File: src/rtl/boolean_infix_expression_evaluator_assert.svh
// Assertion macros shared by the evaluator RTL.
// Expects signals named clock and reset in the including module.
`ifndef BOOLEAN_INFIX_EXPRESSION_EVALUATOR_ASSERT_SVH
`define BOOLEAN_INFIX_EXPRESSION_EVALUATOR_ASSERT_SVH

// Same-cycle implication, disabled during reset.
`define BIE_ASSERT_IMPLY(lbl, ante, cons, msg) \
   lbl: assert property (@(posedge clock) disable iff (reset) (ante) |-> (cons)) \
      else $error(msg);

// Next-cycle implication, disabled during reset.
`define BIE_ASSERT_NEXT(lbl, ante, cons, msg) \
   lbl: assert property (@(posedge clock) disable iff (reset) (ante) |=> (cons)) \
      else $error(msg);

`endif

File: src/rtl/bie_pkg.sv
// Shared types, character codes and operator helpers of the boolean evaluator.
// No dependencies; used by bie_ram and boolean_infix_expression_evaluator.
package bie_pkg;

   // Default depth of both stacks.
   localparam int unsigned STACK_DEPTH_DEFAULT = 64;

   // Width of one operator stack entry.
   localparam int unsigned OP_W = 3;

   // Characters the evaluator recognizes (upper case).
   localparam logic [7:0] CH_T       = 8'h54;
   localparam logic [7:0] CH_F       = 8'h46;
   localparam logic [7:0] CH_N       = 8'h4e;
   localparam logic [7:0] CH_A       = 8'h41;
   localparam logic [7:0] CH_X       = 8'h58;
   localparam logic [7:0] CH_O       = 8'h4f;
   localparam logic [7:0] CH_LPAR    = 8'h28;
   localparam logic [7:0] CH_RPAR    = 8'h29;
   localparam logic [7:0] CH_SPACE   = 8'h20;
   localparam logic [7:0] CH_LOWER_A = 8'h61;
   localparam logic [7:0] CH_LOWER_Z = 8'h7a;
   localparam logic [7:0] CASE_SHIFT = 8'h20;

   // Operator codes as stored on the operator stack.
   typedef enum logic [OP_W-1:0] {
      OP_LPAR = 3'd0,
      OP_OR   = 3'd1,
      OP_XOR  = 3'd2,
      OP_AND  = 3'd3,
      OP_NOT  = 3'd4
   } op_type;

   // Input transaction payload.
   typedef struct packed {
      logic [7:0] ch;
      logic       last;
   } req_type;

   // Result transaction payload.
   typedef struct packed {
      logic valid_res;
      logic value;
   } rsp_type;

   // Fold lower-case letters onto upper case.
   function automatic logic [7:0] to_upper(input logic [7:0] c);
      logic [7:0] r;
      r = c;
      if (c >= CH_LOWER_A && c <= CH_LOWER_Z) begin
         r = c - CASE_SHIFT;
      end
      return r;
   endfunction

   // Binding strength: not above and above xor and or; brackets lowest.
   function automatic logic [1:0] rank_of(input op_type op);
      logic [1:0] r;
      case (op)
         OP_OR, OP_XOR: r = 2'd1;
         OP_AND:        r = 2'd2;
         OP_NOT:        r = 2'd3;
         default:       r = 2'd0;
      endcase
      return r;
   endfunction

   // Binary logic unit: a is the top value, b the one below it.
   function automatic logic apply_binary(input op_type op, input logic a, input logic b);
      logic r;
      case (op)
         OP_AND:  r = a & b;
         OP_OR:   r = a | b;
         default: r = a ^ b;
      endcase
      return r;
   endfunction

endpackage

File: src/rtl/bie_ram.sv
// Generic single-write, single-read RAM with a registered read port.
// Depends on bie_pkg for its default depth.
module bie_ram #(
   parameter int unsigned WIDTH  = 1,
   parameter int unsigned DEPTH  = bie_pkg::STACK_DEPTH_DEFAULT,
   localparam int unsigned ADDR_W = $clog2(DEPTH)
) (
   input  logic              clock,
   input  logic              wr_en,
   input  logic [ADDR_W-1:0] wr_addr,
   input  logic [WIDTH-1:0]  wr_data,
   input  logic              rd_en,
   input  logic [ADDR_W-1:0] rd_addr,
   output logic [WIDTH-1:0]  rd_data
);

   logic [WIDTH-1:0] mem_ff [DEPTH];
   logic [WIDTH-1:0] rd_data_ff;

   // Write port and registered read port.
   always_ff @(posedge clock) begin
      if (wr_en) begin
         mem_ff[wr_addr] <= wr_data;
      end
      if (rd_en) begin
         rd_data_ff <= mem_ff[rd_addr];
      end
   end

   assign rd_data = rd_data_ff;

endmodule

File: src/rtl/boolean_infix_expression_evaluator.sv
// Top level of the boolean infix expression evaluator (shunting-yard sequencer).
// Depends on bie_pkg, bie_ram and boolean_infix_expression_evaluator_assert.svh.
//
//   channel   ports                          moves
//   req       req_valid req_stall req_data   one expression character per transaction
//   rsp       rsp_valid rsp_stall rsp_data   one result per character marked last
//
// Constants, opening brackets, nots, skipped bytes and anything after an error need no pop loop.
// A binary operator pops the stacked operators that bind at least as tightly, and a closing
// bracket pops down to its opening bracket; a popped binary operator also reads the value
// stack, since the stack memories have registered reads.
// The last character adds a flush that pops every operator left; a stalled result holds the
// flush. Reset clears only the state, the counters and the flags, with no clearing pass.
`include "boolean_infix_expression_evaluator_assert.svh"

module boolean_infix_expression_evaluator #(
   parameter int unsigned STACK_DEPTH = bie_pkg::STACK_DEPTH_DEFAULT
) (
   input  logic             clock,
   input  logic             reset,
   input  logic             req_valid,
   output logic             req_stall,
   input  bie_pkg::req_type req_data,
   output logic             rsp_valid,
   input  logic             rsp_stall,
   output bie_pkg::rsp_type rsp_data
);

   localparam int unsigned AW = $clog2(STACK_DEPTH);
   localparam int unsigned CW = $clog2(STACK_DEPTH + 1);
   localparam logic [CW-1:0] DEPTH_CNT = CW'(STACK_DEPTH);
   localparam logic [CW-1:0] ONE_CNT   = CW'(1);
   localparam logic [CW-1:0] TWO_CNT   = CW'(2);

   typedef enum logic [2:0] {
      S_IDLE,
      S_LOOP,
      S_OPRD,
      S_VALRD,
      S_NEXT
   } state_type;

   typedef enum logic [1:0] {
      M_BIN,
      M_CLOSE,
      M_FLUSH
   } mode_type;

   state_type        state_ff, state_in;
   mode_type         mode_ff, mode_in;
   bie_pkg::op_type  pend_op_ff, pend_op_in;
   bie_pkg::op_type  apply_op_ff, apply_op_in;
   logic             last_ff, last_in;
   logic             err_ff, err_in;
   logic [CW-1:0]    op_count_ff, op_count_in;
   logic [CW-1:0]    val_count_ff, val_count_in;
   logic             val_top_ff, val_top_in;
   logic             rsp_valid_ff, rsp_valid_in;
   bie_pkg::rsp_type rsp_data_ff, rsp_data_in;
   logic             rsp_load;

   logic [CW-1:0] ocnt_m1, vcnt_m1, vcnt_m2;

   // Operator stack memory port.
   logic                    op_we, op_re;
   logic [AW-1:0]           op_waddr, op_raddr;
   logic [bie_pkg::OP_W-1:0] op_wdata, op_rdata;

   // Value stack memory port.
   logic          val_we, val_re;
   logic [AW-1:0] val_waddr, val_raddr;
   logic          val_wdata, val_rdata;

   // Requests from the sequencer to the push and apply paths.
   logic            vpush, vpush_bit;
   logic            opush;
   bie_pkg::op_type opush_code;
   logic            apply;
   bie_pkg::op_type apply_code;

   assign ocnt_m1 = op_count_ff - ONE_CNT;
   assign vcnt_m1 = val_count_ff - ONE_CNT;
   assign vcnt_m2 = val_count_ff - TWO_CNT;

   bie_ram #(
      .WIDTH (bie_pkg::OP_W),
      .DEPTH (STACK_DEPTH)
   ) u_op_ram (
      .clock   (clock),
      .wr_en   (op_we),
      .wr_addr (op_waddr),
      .wr_data (op_wdata),
      .rd_en   (op_re),
      .rd_addr (op_raddr),
      .rd_data (op_rdata)
   );

   bie_ram #(
      .WIDTH (1),
      .DEPTH (STACK_DEPTH)
   ) u_val_ram (
      .clock   (clock),
      .wr_en   (val_we),
      .wr_addr (val_waddr),
      .wr_data (val_wdata),
      .rd_en   (val_re),
      .rd_addr (val_raddr),
      .rd_data (val_rdata)
   );

   // Sequencer: decode, pop loop, operator application and result.
   always_comb begin
      logic [7:0]      c;
      bie_pkg::op_type top_op;
      logic            res_ok;
      logic            alu_r;

      c      = bie_pkg::to_upper(req_data.ch);
      top_op = bie_pkg::op_type'(op_rdata);
      res_ok = !err_ff && (val_count_ff != '0);
      alu_r  = bie_pkg::apply_binary(apply_op_ff, val_top_ff, val_rdata);

      state_in     = state_ff;
      mode_in      = mode_ff;
      pend_op_in   = pend_op_ff;
      apply_op_in  = apply_op_ff;
      last_in      = last_ff;
      err_in       = err_ff;
      op_count_in  = op_count_ff;
      val_count_in = val_count_ff;
      val_top_in   = val_top_ff;
      rsp_valid_in = rsp_valid_ff;
      rsp_data_in  = rsp_data_ff;
      rsp_load     = 1'b0;

      op_we     = 1'b0;
      op_waddr  = '0;
      op_wdata  = '0;
      op_re     = 1'b0;
      op_raddr  = '0;
      val_we    = 1'b0;
      val_waddr = '0;
      val_wdata = 1'b0;
      val_re    = 1'b0;
      val_raddr = '0;

      vpush      = 1'b0;
      vpush_bit  = 1'b0;
      opush      = 1'b0;
      opush_code = bie_pkg::OP_LPAR;
      apply      = 1'b0;
      apply_code = bie_pkg::OP_LPAR;

      // The output register drains independently of the sequencer.
      if (rsp_valid_ff && !rsp_stall) begin
         rsp_valid_in = 1'b0;
      end

      unique case (state_ff)
         S_IDLE: begin
            if (req_valid) begin
               last_in  = req_data.last;
               state_in = S_NEXT;
               if (!err_ff) begin
                  unique case (c)
                     bie_pkg::CH_T: begin
                        vpush     = 1'b1;
                        vpush_bit = 1'b1;
                     end
                     bie_pkg::CH_F: begin
                        vpush     = 1'b1;
                        vpush_bit = 1'b0;
                     end
                     bie_pkg::CH_LPAR: begin
                        opush      = 1'b1;
                        opush_code = bie_pkg::OP_LPAR;
                     end
                     bie_pkg::CH_N: begin
                        opush      = 1'b1;
                        opush_code = bie_pkg::OP_NOT;
                     end
                     bie_pkg::CH_RPAR: begin
                        mode_in  = M_CLOSE;
                        state_in = S_LOOP;
                     end
                     bie_pkg::CH_A: begin
                        mode_in    = M_BIN;
                        pend_op_in = bie_pkg::OP_AND;
                        state_in   = S_LOOP;
                     end
                     bie_pkg::CH_X: begin
                        mode_in    = M_BIN;
                        pend_op_in = bie_pkg::OP_XOR;
                        state_in   = S_LOOP;
                     end
                     bie_pkg::CH_O: begin
                        mode_in    = M_BIN;
                        pend_op_in = bie_pkg::OP_OR;
                        state_in   = S_LOOP;
                     end
                     bie_pkg::CH_SPACE: begin
                        state_in = S_NEXT;
                     end
                     default: begin
                        state_in = S_NEXT;
                     end
                  endcase
               end
            end
         end

         S_LOOP: begin
            if (err_ff || op_count_ff == '0) begin
               if (mode_ff == M_FLUSH) begin
                  // Flush done: emit once the output register is free.
                  if (!(rsp_valid_ff && rsp_stall)) begin
                     rsp_load              = 1'b1;
                     rsp_valid_in          = 1'b1;
                     rsp_data_in.valid_res = res_ok;
                     rsp_data_in.value     = res_ok & val_top_ff;
                     err_in                = 1'b0;
                     op_count_in           = '0;
                     val_count_in          = '0;
                     state_in              = S_IDLE;
                  end
               end else if (err_ff) begin
                  state_in = S_NEXT;
               end else if (mode_ff == M_CLOSE) begin
                  // Closing bracket without a matching opening one.
                  err_in   = 1'b1;
                  state_in = S_NEXT;
               end else begin
                  opush      = 1'b1;
                  opush_code = pend_op_ff;
                  state_in   = S_NEXT;
               end
            end else begin
               op_re    = 1'b1;
               op_raddr = ocnt_m1[AW-1:0];
               state_in = S_OPRD;
            end
         end

         S_OPRD: begin
            if (mode_ff == M_BIN) begin
               if (bie_pkg::rank_of(pend_op_ff) <= bie_pkg::rank_of(top_op)) begin
                  op_count_in = ocnt_m1;
                  apply       = 1'b1;
                  apply_code  = top_op;
                  state_in    = S_LOOP;
               end else begin
                  opush      = 1'b1;
                  opush_code = pend_op_ff;
                  state_in   = S_NEXT;
               end
            end else begin
               op_count_in = ocnt_m1;
               if (top_op == bie_pkg::OP_LPAR) begin
                  if (mode_ff == M_CLOSE) begin
                     state_in = S_NEXT;
                  end else begin
                     // Opening bracket left over at the flush.
                     err_in   = 1'b1;
                     state_in = S_LOOP;
                  end
               end else begin
                  apply      = 1'b1;
                  apply_code = top_op;
                  state_in   = S_LOOP;
               end
            end
         end

         S_VALRD: begin
            val_we       = 1'b1;
            val_waddr    = vcnt_m2[AW-1:0];
            val_wdata    = alu_r;
            val_top_in   = alu_r;
            val_count_in = vcnt_m1;
            state_in     = S_LOOP;
         end

         S_NEXT: begin
            if (last_ff) begin
               mode_in  = M_FLUSH;
               state_in = S_LOOP;
            end else begin
               state_in = S_IDLE;
            end
         end

         default: begin
            state_in = S_IDLE;
         end
      endcase

      // Value push with overflow check.
      if (vpush) begin
         if (val_count_ff == DEPTH_CNT) begin
            err_in = 1'b1;
         end else begin
            val_we       = 1'b1;
            val_waddr    = val_count_ff[AW-1:0];
            val_wdata    = vpush_bit;
            val_top_in   = vpush_bit;
            val_count_in = val_count_ff + ONE_CNT;
         end
      end

      // Operator push with overflow check.
      if (opush) begin
         if (op_count_ff == DEPTH_CNT) begin
            err_in = 1'b1;
         end else begin
            op_we       = 1'b1;
            op_waddr    = op_count_ff[AW-1:0];
            op_wdata    = opush_code;
            op_count_in = op_count_ff + ONE_CNT;
         end
      end

      // Apply a popped operator: not in place, binary through a value read.
      if (apply) begin
         if (apply_code == bie_pkg::OP_NOT) begin
            if (val_count_ff == '0) begin
               err_in = 1'b1;
            end else begin
               val_we     = 1'b1;
               val_waddr  = vcnt_m1[AW-1:0];
               val_wdata  = !val_top_ff;
               val_top_in = !val_top_ff;
            end
         end else begin
            if (val_count_ff < TWO_CNT) begin
               err_in = 1'b1;
            end else begin
               val_re      = 1'b1;
               val_raddr   = vcnt_m2[AW-1:0];
               apply_op_in = apply_code;
               state_in    = S_VALRD;
            end
         end
      end
   end

   // State and registered outputs.
   always_ff @(posedge clock) begin
      if (reset) begin
         state_ff     <= S_IDLE;
         mode_ff      <= M_BIN;
         last_ff      <= 1'b0;
         err_ff       <= 1'b0;
         op_count_ff  <= '0;
         val_count_ff <= '0;
         rsp_valid_ff <= 1'b0;
      end else begin
         state_ff     <= state_in;
         mode_ff      <= mode_in;
         last_ff      <= last_in;
         err_ff       <= err_in;
         op_count_ff  <= op_count_in;
         val_count_ff <= val_count_in;
         rsp_valid_ff <= rsp_valid_in;
      end
      pend_op_ff  <= pend_op_in;
      apply_op_ff <= apply_op_in;
      val_top_ff  <= val_top_in;
      rsp_data_ff <= rsp_data_in;
   end

   assign req_stall = (state_ff != S_IDLE);
   assign rsp_valid = rsp_valid_ff;
   assign rsp_data  = rsp_data_ff;

   // Checks on the sequencer.
   `BIE_ASSERT_IMPLY(a_op_count_bound, 1'b1, op_count_ff <= DEPTH_CNT,
                     "operator count beyond depth")
   `BIE_ASSERT_IMPLY(a_val_count_bound, 1'b1, val_count_ff <= DEPTH_CNT,
                     "value count beyond depth")
   `BIE_ASSERT_IMPLY(a_invalid_is_zero, rsp_valid_ff && !rsp_data_ff.valid_res,
                     !rsp_data_ff.value, "invalid result carries a true value")
   `BIE_ASSERT_NEXT(a_accept_leaves_idle, req_valid && !req_stall, state_ff != S_IDLE,
                    "accepted character did not start work")
   `BIE_ASSERT_NEXT(a_result_clears, rsp_load,
                    op_count_ff == '0 && val_count_ff == '0 && !err_ff && rsp_valid_ff,
                    "result did not clear the stacks")

endmodule

File: config.mk
export PLATFORM = sky130hd
export DESIGN_NAME = boolean_infix_expression_evaluator
export DESIGN_NICKNAME = d
export VERILOG_FILES = /design/src/rtl/bie_pkg.sv /design/src/rtl/bie_ram.sv /design/src/rtl/boolean_infix_expression_evaluator.sv
export VERILOG_INCLUDE_DIRS = /design/src /design/src/rtl
export SDC_FILE = /design/constraint.sdc
export NUM_CORES = 1
export LEC_CHECK = 0
export ABC_CLOCK_PERIOD_IN_PS = 7300
export CAP_MARGIN = 20
export CORE_ASPECT_RATIO = 1.5
export CORE_MARGIN = 2
export CORE_UTILIZATION = 30
export DETAILED_ROUTE_END_ITERATION = 16
export DONT_BUFFER_PORTS = 1
export GPL_TIMING_DRIVEN = 0
export PLACE_DENSITY_LB_ADDON = 0.1
export SLEW_MARGIN = 20
export SYNTH_ARGS = -nofsm -noshare
export SYNTH_HDL_FRONTEND = slang
export SYNTH_SLANG_ARGS = --single-unit
File: constraint.sdc
create_clock -name clock -period 7.3 [get_ports clock]
set_clock_uncertainty 0.05 [all_clocks]
set_input_delay 0 -clock clock [delete_from_list [all_inputs] [get_ports clock]]
set_output_delay 0 -clock clock [all_outputs]
set_load 0.05 [all_outputs]
==> run metrics, run 1 <==
status finished clean; pin count of the biggest net entering global routing 65; vias in the first global route 10282; Tmin final 5650 ps; Global Route Usage Sum 18.9%; FF-to-FF Start val_count_ff[0]$_SDFF_PP0_; Routed WL 44500 µm; Ports 17; r2r setup slk 1650 ps; FILL cells 4607; syn_nets 1230; final number of setup-violating endpoints 0; Post-CTS Setup Bufs 0; post-synthesis cell type count 72; clock buffer depth 3; drt pass-1 iters 5; Post-Synth Simple-Gate Area 16.4%; prevailing post-synth register cell edfxtp_1; Synth Area in XOR/XNOR 0.573%; hold depth 4; die area 47600 µm²; EDFF count, synth 267; leakage power 0.00482 µW; commonest non-fill, non-tap cell in the layout edfxtp_1; Cell Area, Placed 14700 µm²; Slowest-stage cell, CP clkbuf_1; layout overhead on the synthesized area 15.5%; initial antenna violation count 0; Final Hold Viols 0; CTS tree yes; Slew Viols, Final 0; Avg Cell Area, Syn 11.4 µm²; die outline width 179 µm; Sequential Area 8480 µm²; Worst-Skew Late Latency 610 ps; most frequent cells in the layout edfxtp_1, nor2_1, nand2_1; R2R Path End u_val_ram.mem_ff[12]$_DFFE_PP_; WHS 63.7 ps; top post-synthesis cells by area edfxtp_1, nor2_1, dfxtp_1; asr flop ratio synth 0%; Starting Density 30.2%; Worst EP required 7580 ps; worst IR drop on VDD 182 µV; post_cts resized 0; Setup TNS 0 ps; first-pass GRT wire length 66400 µm; GR Overflow Total 0; critical path's top delay family buffers and inverters; nets 1297; relative slew slack 22.6%; max-cap viol count 0; register area share after synthesis 61.7%; post-synthesis mux area share 4.31%; post-synth top area share 58.3%; # H-tree levels 1; DR iter-0 viols 667; RePlAce Congestion 0.879; R2R cell count 15; Min-Delay Endpoint val_top_ff$_DFF_P_; # diodes 0; largest family of logic cells by synthesized area simple AND/OR/NAND/NOR gates; Compound-Gate Fraction of Synth Area 12.8%; via count 9928; Worst Hold Class in -> reg; ratio of cells with drive above 1 in the final layout 8.65%; clock sink count 290; max frequency 177 MHz; core area 45500 µm²; Mapped Area 13700 µm²; RSZ-0062 raised after global routing no; PD cells 215 nW/µm²; Syn Inst Count 1203; Hold Buf Count CTS 21; crit-path most repeated cell clkbuf_1; CP startpoint kind flip-flop; Reg clk slew, reported paths 60 ps; sequence of cells on the critical path clkbuf_1 > buf_2 > clkbuf_1 > clkbuf_1 > inv_1 > ha_1 > nor3b_1 > a21oi_1 > and3_1 > clkbuf_1 > a21oi_1 > a31o_2 > nand2_1 > clkbuf_1 > nor2_1; wire per inst 23.6 µm; Root Buffer clkbuf_16; Port Buffer Count 0; period utilisation layout 77.5%; post-DP HPWL 32300 µm; Ys Warns 0; Worst setup EP type flip-flop; drt drc 0; design area 15900 µm²; leading area contributor after synthesis edfxtp_1; Least-Margin Pin Slew 1160 ps; critical path fanouts, max 10; Synth Area in Adders 1.27%; total CTS buffers 31; Hold Path Origin req_data[5]; area of the multi-input gates 4900 µm²; WP buf/inv 7; Crit path largest cell delay 560 ps; Yosys reg bits 290; Final Util 34.9%; CP Data Arrival Time 5940 ps; Post-DRT Antenna Nets 0; via/cell ratio 5.27; Setup CP Type reg -> reg; # rows 96; total power 3410 µW; die height 266 µm
-- metrics by stage --
| step | std cells | worst slack (ps) |
|---|---|---|
| floorplan | 1203 | 1500 |
| global placement | 1791 | -2740 |
| detailed placement | 1804 | 1520 |
| CTS | 1883 | 1510 |
| global route | 1883 | 1230 |
| finish | 1883 | 1650 |
-- area by class of cell --
type / instances / share of cell area [%]
Buffer: 80 / 2.02
Clock buffer: 46 / 5.43
Clock inverter: 12 / 0.685
Inverter: 23 / 0.544
Multi-Input combinational cell: 810 / 30.9
Sequential cell: 290 / 53.4
Tap cell: 588 / 4.63
Timing Repair Buffer: 34 / 2.45
-- cell usage after synthesis, types with 5 or more instances --
| cell type | n |
|---|---|
| clkbuf_1 | 66 |
| and3_1 | 11 |
| xor2_1 | 5 |
| nand2b_1 | 14 |
| o21ai_0 | 36 |
| mux4_2 | 9 |
| a31oi_1 | 25 |
| or3_1 | 6 |
| nand3_1 | 29 |
| nand4_1 | 13 |
| o221ai_1 | 20 |
| buf_2 | 10 |
| a21oi_1 | 67 |
| ha_1 | 14 |
| and2_1 | 15 |
| nor2b_1 | 7 |
| or4_1 | 8 |
| nor3_1 | 35 |
| a211oi_1 | 15 |
| a22oi_1 | 8 |
| nor3b_1 | 5 |
| nor4_1 | 12 |
| nand2_1 | 120 |
| inv_1 | 22 |
| mux2_2 | 8 |
| o22ai_1 | 13 |
| a21boi_0 | 5 |
| a221oi_1 | 8 |
| o211ai_1 | 9 |
| nor2_1 | 187 |
| mux2i_1 | 30 |
| edfxtp_1 | 267 |
| dfxtp_1 | 23 |
| a2111oi_0 | 14 |
-- state kept, by name, indices dropped and copies added (netlist names) --
name	count
err_ff	1
u_op_ram.mem_ff	192
u_op_ram.rd_data	3
val_count_ff	7
rsp_data	2
op_count_ff	7
mode_ff	2
val_top_ff	1
rsp_valid	1
state_ff	3
pend_op_ff	2
apply_op_ff	3
last_ff	1
u_val_ram.mem_ff	64
u_val_ram.rd_data	1
-- per-layer routing --
layer,vias to the layer above,share of wire [%],GRT usage (%)
met2,218,55,35.7
met3,92,2.8,2.11
met4,0,5.0,8.99
met5,-,0,0
met1,4925,38,20.7
li1,4693,-,-
-- worst min-delay path: cells and delay by family --
kind | cells | cell delay (ps)
AO/OA/AOI/OAI | 2 | 290
buffers and inverters | 1 | 180
AND/OR/NAND/NOR | 1 | 200
-- how the worst max path moves through the flow --
stage,startpoint,endpoint,slack (ps),depth (start not counted)
2_1_floorplan,val_count_ff[0]$_SDFF_PP0_,u_val_ram.mem_ff[0]$_DFFE_PP_,1500,10
3_3_place_gp,val_count_ff[0]$_SDFF_PP0_,u_val_ram.mem_ff[6]$_DFFE_PP_,-2740,10
3_5_place_dp,val_count_ff[0]$_SDFF_PP0_,u_val_ram.mem_ff[12]$_DFFE_PP_,1520,15
4_1_cts,val_count_ff[0]$_SDFF_PP0_,u_val_ram.mem_ff[12]$_DFFE_PP_,1510,15
5_1_grt,val_count_ff[0]$_SDFF_PP0_,u_val_ram.mem_ff[12]$_DFFE_PP_,1230,15
6_report,val_count_ff[0]$_SDFF_PP0_,u_val_ram.mem_ff[12]$_DFFE_PP_,1650,15
-- report_power, final --
group	total, µW	switching (µW)	internal (µW)
sequential	1790	2.21	1790
clock	1540	679	857
combinational	79.9	52.9	27.1
total	3410	734	2670
-- kinds of logic (layout without fill, tap and decap cells) --
kind of cell / Yosys count / after routing
compound gates: 258 / 258
xor+xnor: 9 / 9
buf+inv: 103 / 195
fa+ha+maj: 14 / 14
mux: 47 / 47
flops: 290 / 290
simple gates: 482 / 482
No activity file was read; power rests on OpenSTA's default activity.
==> inputs of run 2 (changes only) <==
--- a/config.mk
+++ b/config.mk
@@ -6,7 +6,7 @@
 export SDC_FILE = /design/constraint.sdc
 export NUM_CORES = 1
 export LEC_CHECK = 0
-export ABC_CLOCK_PERIOD_IN_PS = 7300
+export ABC_CLOCK_PERIOD_IN_PS = 5200
 export CAP_MARGIN = 20
 export CORE_ASPECT_RATIO = 1.5
 export CORE_MARGIN = 2
==> constraint.sdc (replaced) <==
create_clock -name clock -period 5.2 [get_ports clock]
set_clock_uncertainty 0.05 [all_clocks]
set_input_delay 0 -clock clock [delete_from_list [all_inputs] [get_ports clock]]
set_output_delay 0 -clock clock [all_outputs]
set_load 0.05 [all_outputs]
==> run 2 against run 1 <==
  * Via count is 0.42% lower
  * Flip-flop and latch count stayed put
  * Wire length is 0.26% higher
  * Non-clock buffer count is 3 lower
  * Setup slack worse by 1500 ps
  * Worst hold slack worse by 5.6 ps
  * Register-to-register slack worse by 1500 ps
==> run metrics, run 2 (synthesis results as in run 1) <==
final number of setup-violating endpoints 0 (unchanged); post-DP HPWL 32300 µm (+0.17%); GR Util met3 2.11% (unchanged); Biggest register u_op_ram.mem_ff; clock sink count 290 (unchanged); Least-Margin Pin Slew 1120 ps (-33.6 ps); die area 47600 µm² (unchanged); clock power share 44.7% (-0.4 points); RePlAce Congestion 0.872 (-0.76%); Tmin final 5040 ps (-616 ps); Cell Area, Placed 14700 µm² (about the same); CP startpoint kind flip-flop; Largest regs u_op_ram.mem_ff x192, u_val_ram.mem_ff x64; critical path fanouts, max 12 (+2); ratio of cells with drive above 1 in the final layout 8.61% (-0.037 points); WHS 58.1 ps (-5.59 ps); pre-CTS setup slack -551 ps (-2070 ps); Worst setup EP type flip-flop; Post-Layout Cell Count 1877 (-0.32%); die height 266 µm (unchanged); Worst-Skew Late Latency 600 ps (about the same); RSZ-0062 raised after global routing no; DR iter-0 viols 647 (-3.0%); P_int 3730 µW (+40%); worst setup margin 162 ps (-1480 ps); placed cell count 1803 (-0.055%); Routed WL 44600 µm (+0.26%); core area 45500 µm² (unchanged); Post-DRT Antenna Nets 0 (unchanged); status finished clean; via count 9886 (-0.42%); GR Overflow Total 0 (unchanged); Final Hold Viols 0 (unchanged); Port Buffer Count 0 (unchanged); Global Route Usage Sum 19.0% (+0.053 points); crit-path most repeated cell clkbuf_1; worst IR drop on VDD 246 µV (+35%); Slowest-stage cell, CP or4_1; Starting Density 30.2% (unchanged); CTS tree yes; Sequential Area 8480 µm² (unchanged); layout overhead on the synthesized area 15.4%; total CTS buffers 31 (unchanged); design area 15900 µm² (-0.12%); Ports 17 (unchanged); max-cap viol count 0 (unchanged); period utilisation layout 96.9% (+19 points); commonest non-fill, non-tap cell in the layout edfxtp_1; Slew Viols, Final 0 (unchanged); CP Data Arrival Time 5290 ps (-650 ps); Logic pwr share 2.4% (about the same); FILL cells 4557 (-1.1%); clock buffer depth 3 (unchanged); leakage power 0.00480 µW (-0.44%); # diodes 0 (unchanged); via/cell ratio 5.27 (-0.10%); pin count of the biggest net entering global routing 65 (unchanged); die outline width 179 µm (unchanged); most frequent cells in the layout edfxtp_1, nor2_1, nand2_1; met2 Use GR 36.2% (+0.51 points); Worst EP required 5460 ps (-2120 ps); WP buf/inv 6 (-1); # rows 96 (unchanged); Reg clk slew, reported paths 60 ps (about the same); vias in the first global route 10283 (+0.0097%); sequence of cells on the critical path clkbuf_2 > inv_1 > clkbuf_1 > ha_1 > nor3b_2 > a21o_1 > clkbuf_1 > inv_1 > clkbuf_1 > nand2_1 > o221ai_1 > nor3_1 > nor3_1 > or4_1; # H-tree levels 1 (unchanged); first-pass GRT wire length 66700 µm (+0.43%); Setup CP Type reg -> reg; drt drc 0 (unchanged); max frequency 198 MHz (+12%); critical path's top delay family buffers and inverters; nets 1294 (-0.23%); global routing's busiest layer met2; Post-CTS Setup Bufs 0 (unchanged); Root Buffer clkbuf_16; Crit path largest cell delay 540 ps (-20 ps); Largest register FFs 192 (unchanged); Sw Ratio 21.5% (-0.070 points); sw power 1020 µW (+39%); wire per inst 23.7 µm (+0.58%); Worst Hold Class in -> reg; Sequential Power Share 52.9% (+0.3 points); area of the multi-input gates 4910 µm² (+0.26%); initial antenna violation count 0 (unchanged); relative slew slack 24.8% (+2.2 points); drt pass-1 iters 6 (+1); met1 usage 21.0% (+0.29 points); PD cells 300 nW/µm² (+40%); r2r setup slk 160 ps (-1480 ps)
-- run 2: cell count changes in the layout (fill, tap and decap cells not counted), moves of 2 or more --
cell and delta:
clkbuf_2 +2, buf_6 -2, clkbuf_8 -3, clkinvlp_4 +3, clkbuf_1 -12, buf_4 +3, clkinv_1 +10, clkinv_2 -3
inv_6 -2, buf_2 -2
-- run 2: tightest hold or removal path: stages --
cell and delay [ps]:
clkbuf_1 190, nand4b_1 200, o21ai_4 120
-- run 2: area by class of cell --
class | count | share of cell area [%]
Inverter | 23 | 0.544
Buffer | 79 | 2.03
Timing Repair Buffer | 32 | 2.36
Clock buffer | 34 | 4.96
Clock inverter | 21 | 1.05
Sequential cell | 290 | 53.4
Tap cell | 588 | 4.64
Multi-Input combinational cell | 810 | 31.0
-- run 2: worst paths after layout --
check,start,endpoint,cells past startpoint
max reg2reg,op_count_ff[0]$_SDFF_PP0_,u_op_ram.rd_data[0]$_DFFE_PP_,14
min reg2reg,val_count_ff[6]$_SDFF_PP0_,val_count_ff[6]$_SDFF_PP0_,1
min,req_data[5],u_val_ram.mem_ff[28]$_DFFE_PP_,3
max,op_count_ff[0]$_SDFF_PP0_,u_op_ram.rd_data[0]$_DFFE_PP_,14
-- run 2: power groups by stage --
stage | sequential, µW | clock, µW | combinational [µW]
2_1_floorplan | 2560 | 0 | 70.1
3_3_place_gp | 2570 | 0 | 101
3_5_place_dp | 2570 | 0 | 102
4_1_cts | 2520 | 2190 | 113
5_1_grt | 2510 | 2280 | 123
6_report | 2520 | 2130 | 113
-- run 2: repair_timing --
item	in CTS	in global routing
endpoints found under the setup margin	84	34
endpoints found under the hold margin	59	0
gates resized for setup	3	4
hold buffers	20	0
-- run 2: stage by stage --
stage	util, %	total power, µW	setup TNS, ps
2_1_floorplan	-	2630	0
3_3_place_gp	31.8	2670	-573500
3_5_place_dp	32.3	2670	-25920
4_1_cts	34.8	4820	0
5_1_grt	34.8	4910	0
6_report	34.8	4760	0
-- run 2: per-layer routing --
metal  share of wire [%]  vias up
li1                    -     4668
met1                  38     4944
met5                   0        -
met4                 4.2        0
met2                  55      185
met3                 2.7       89
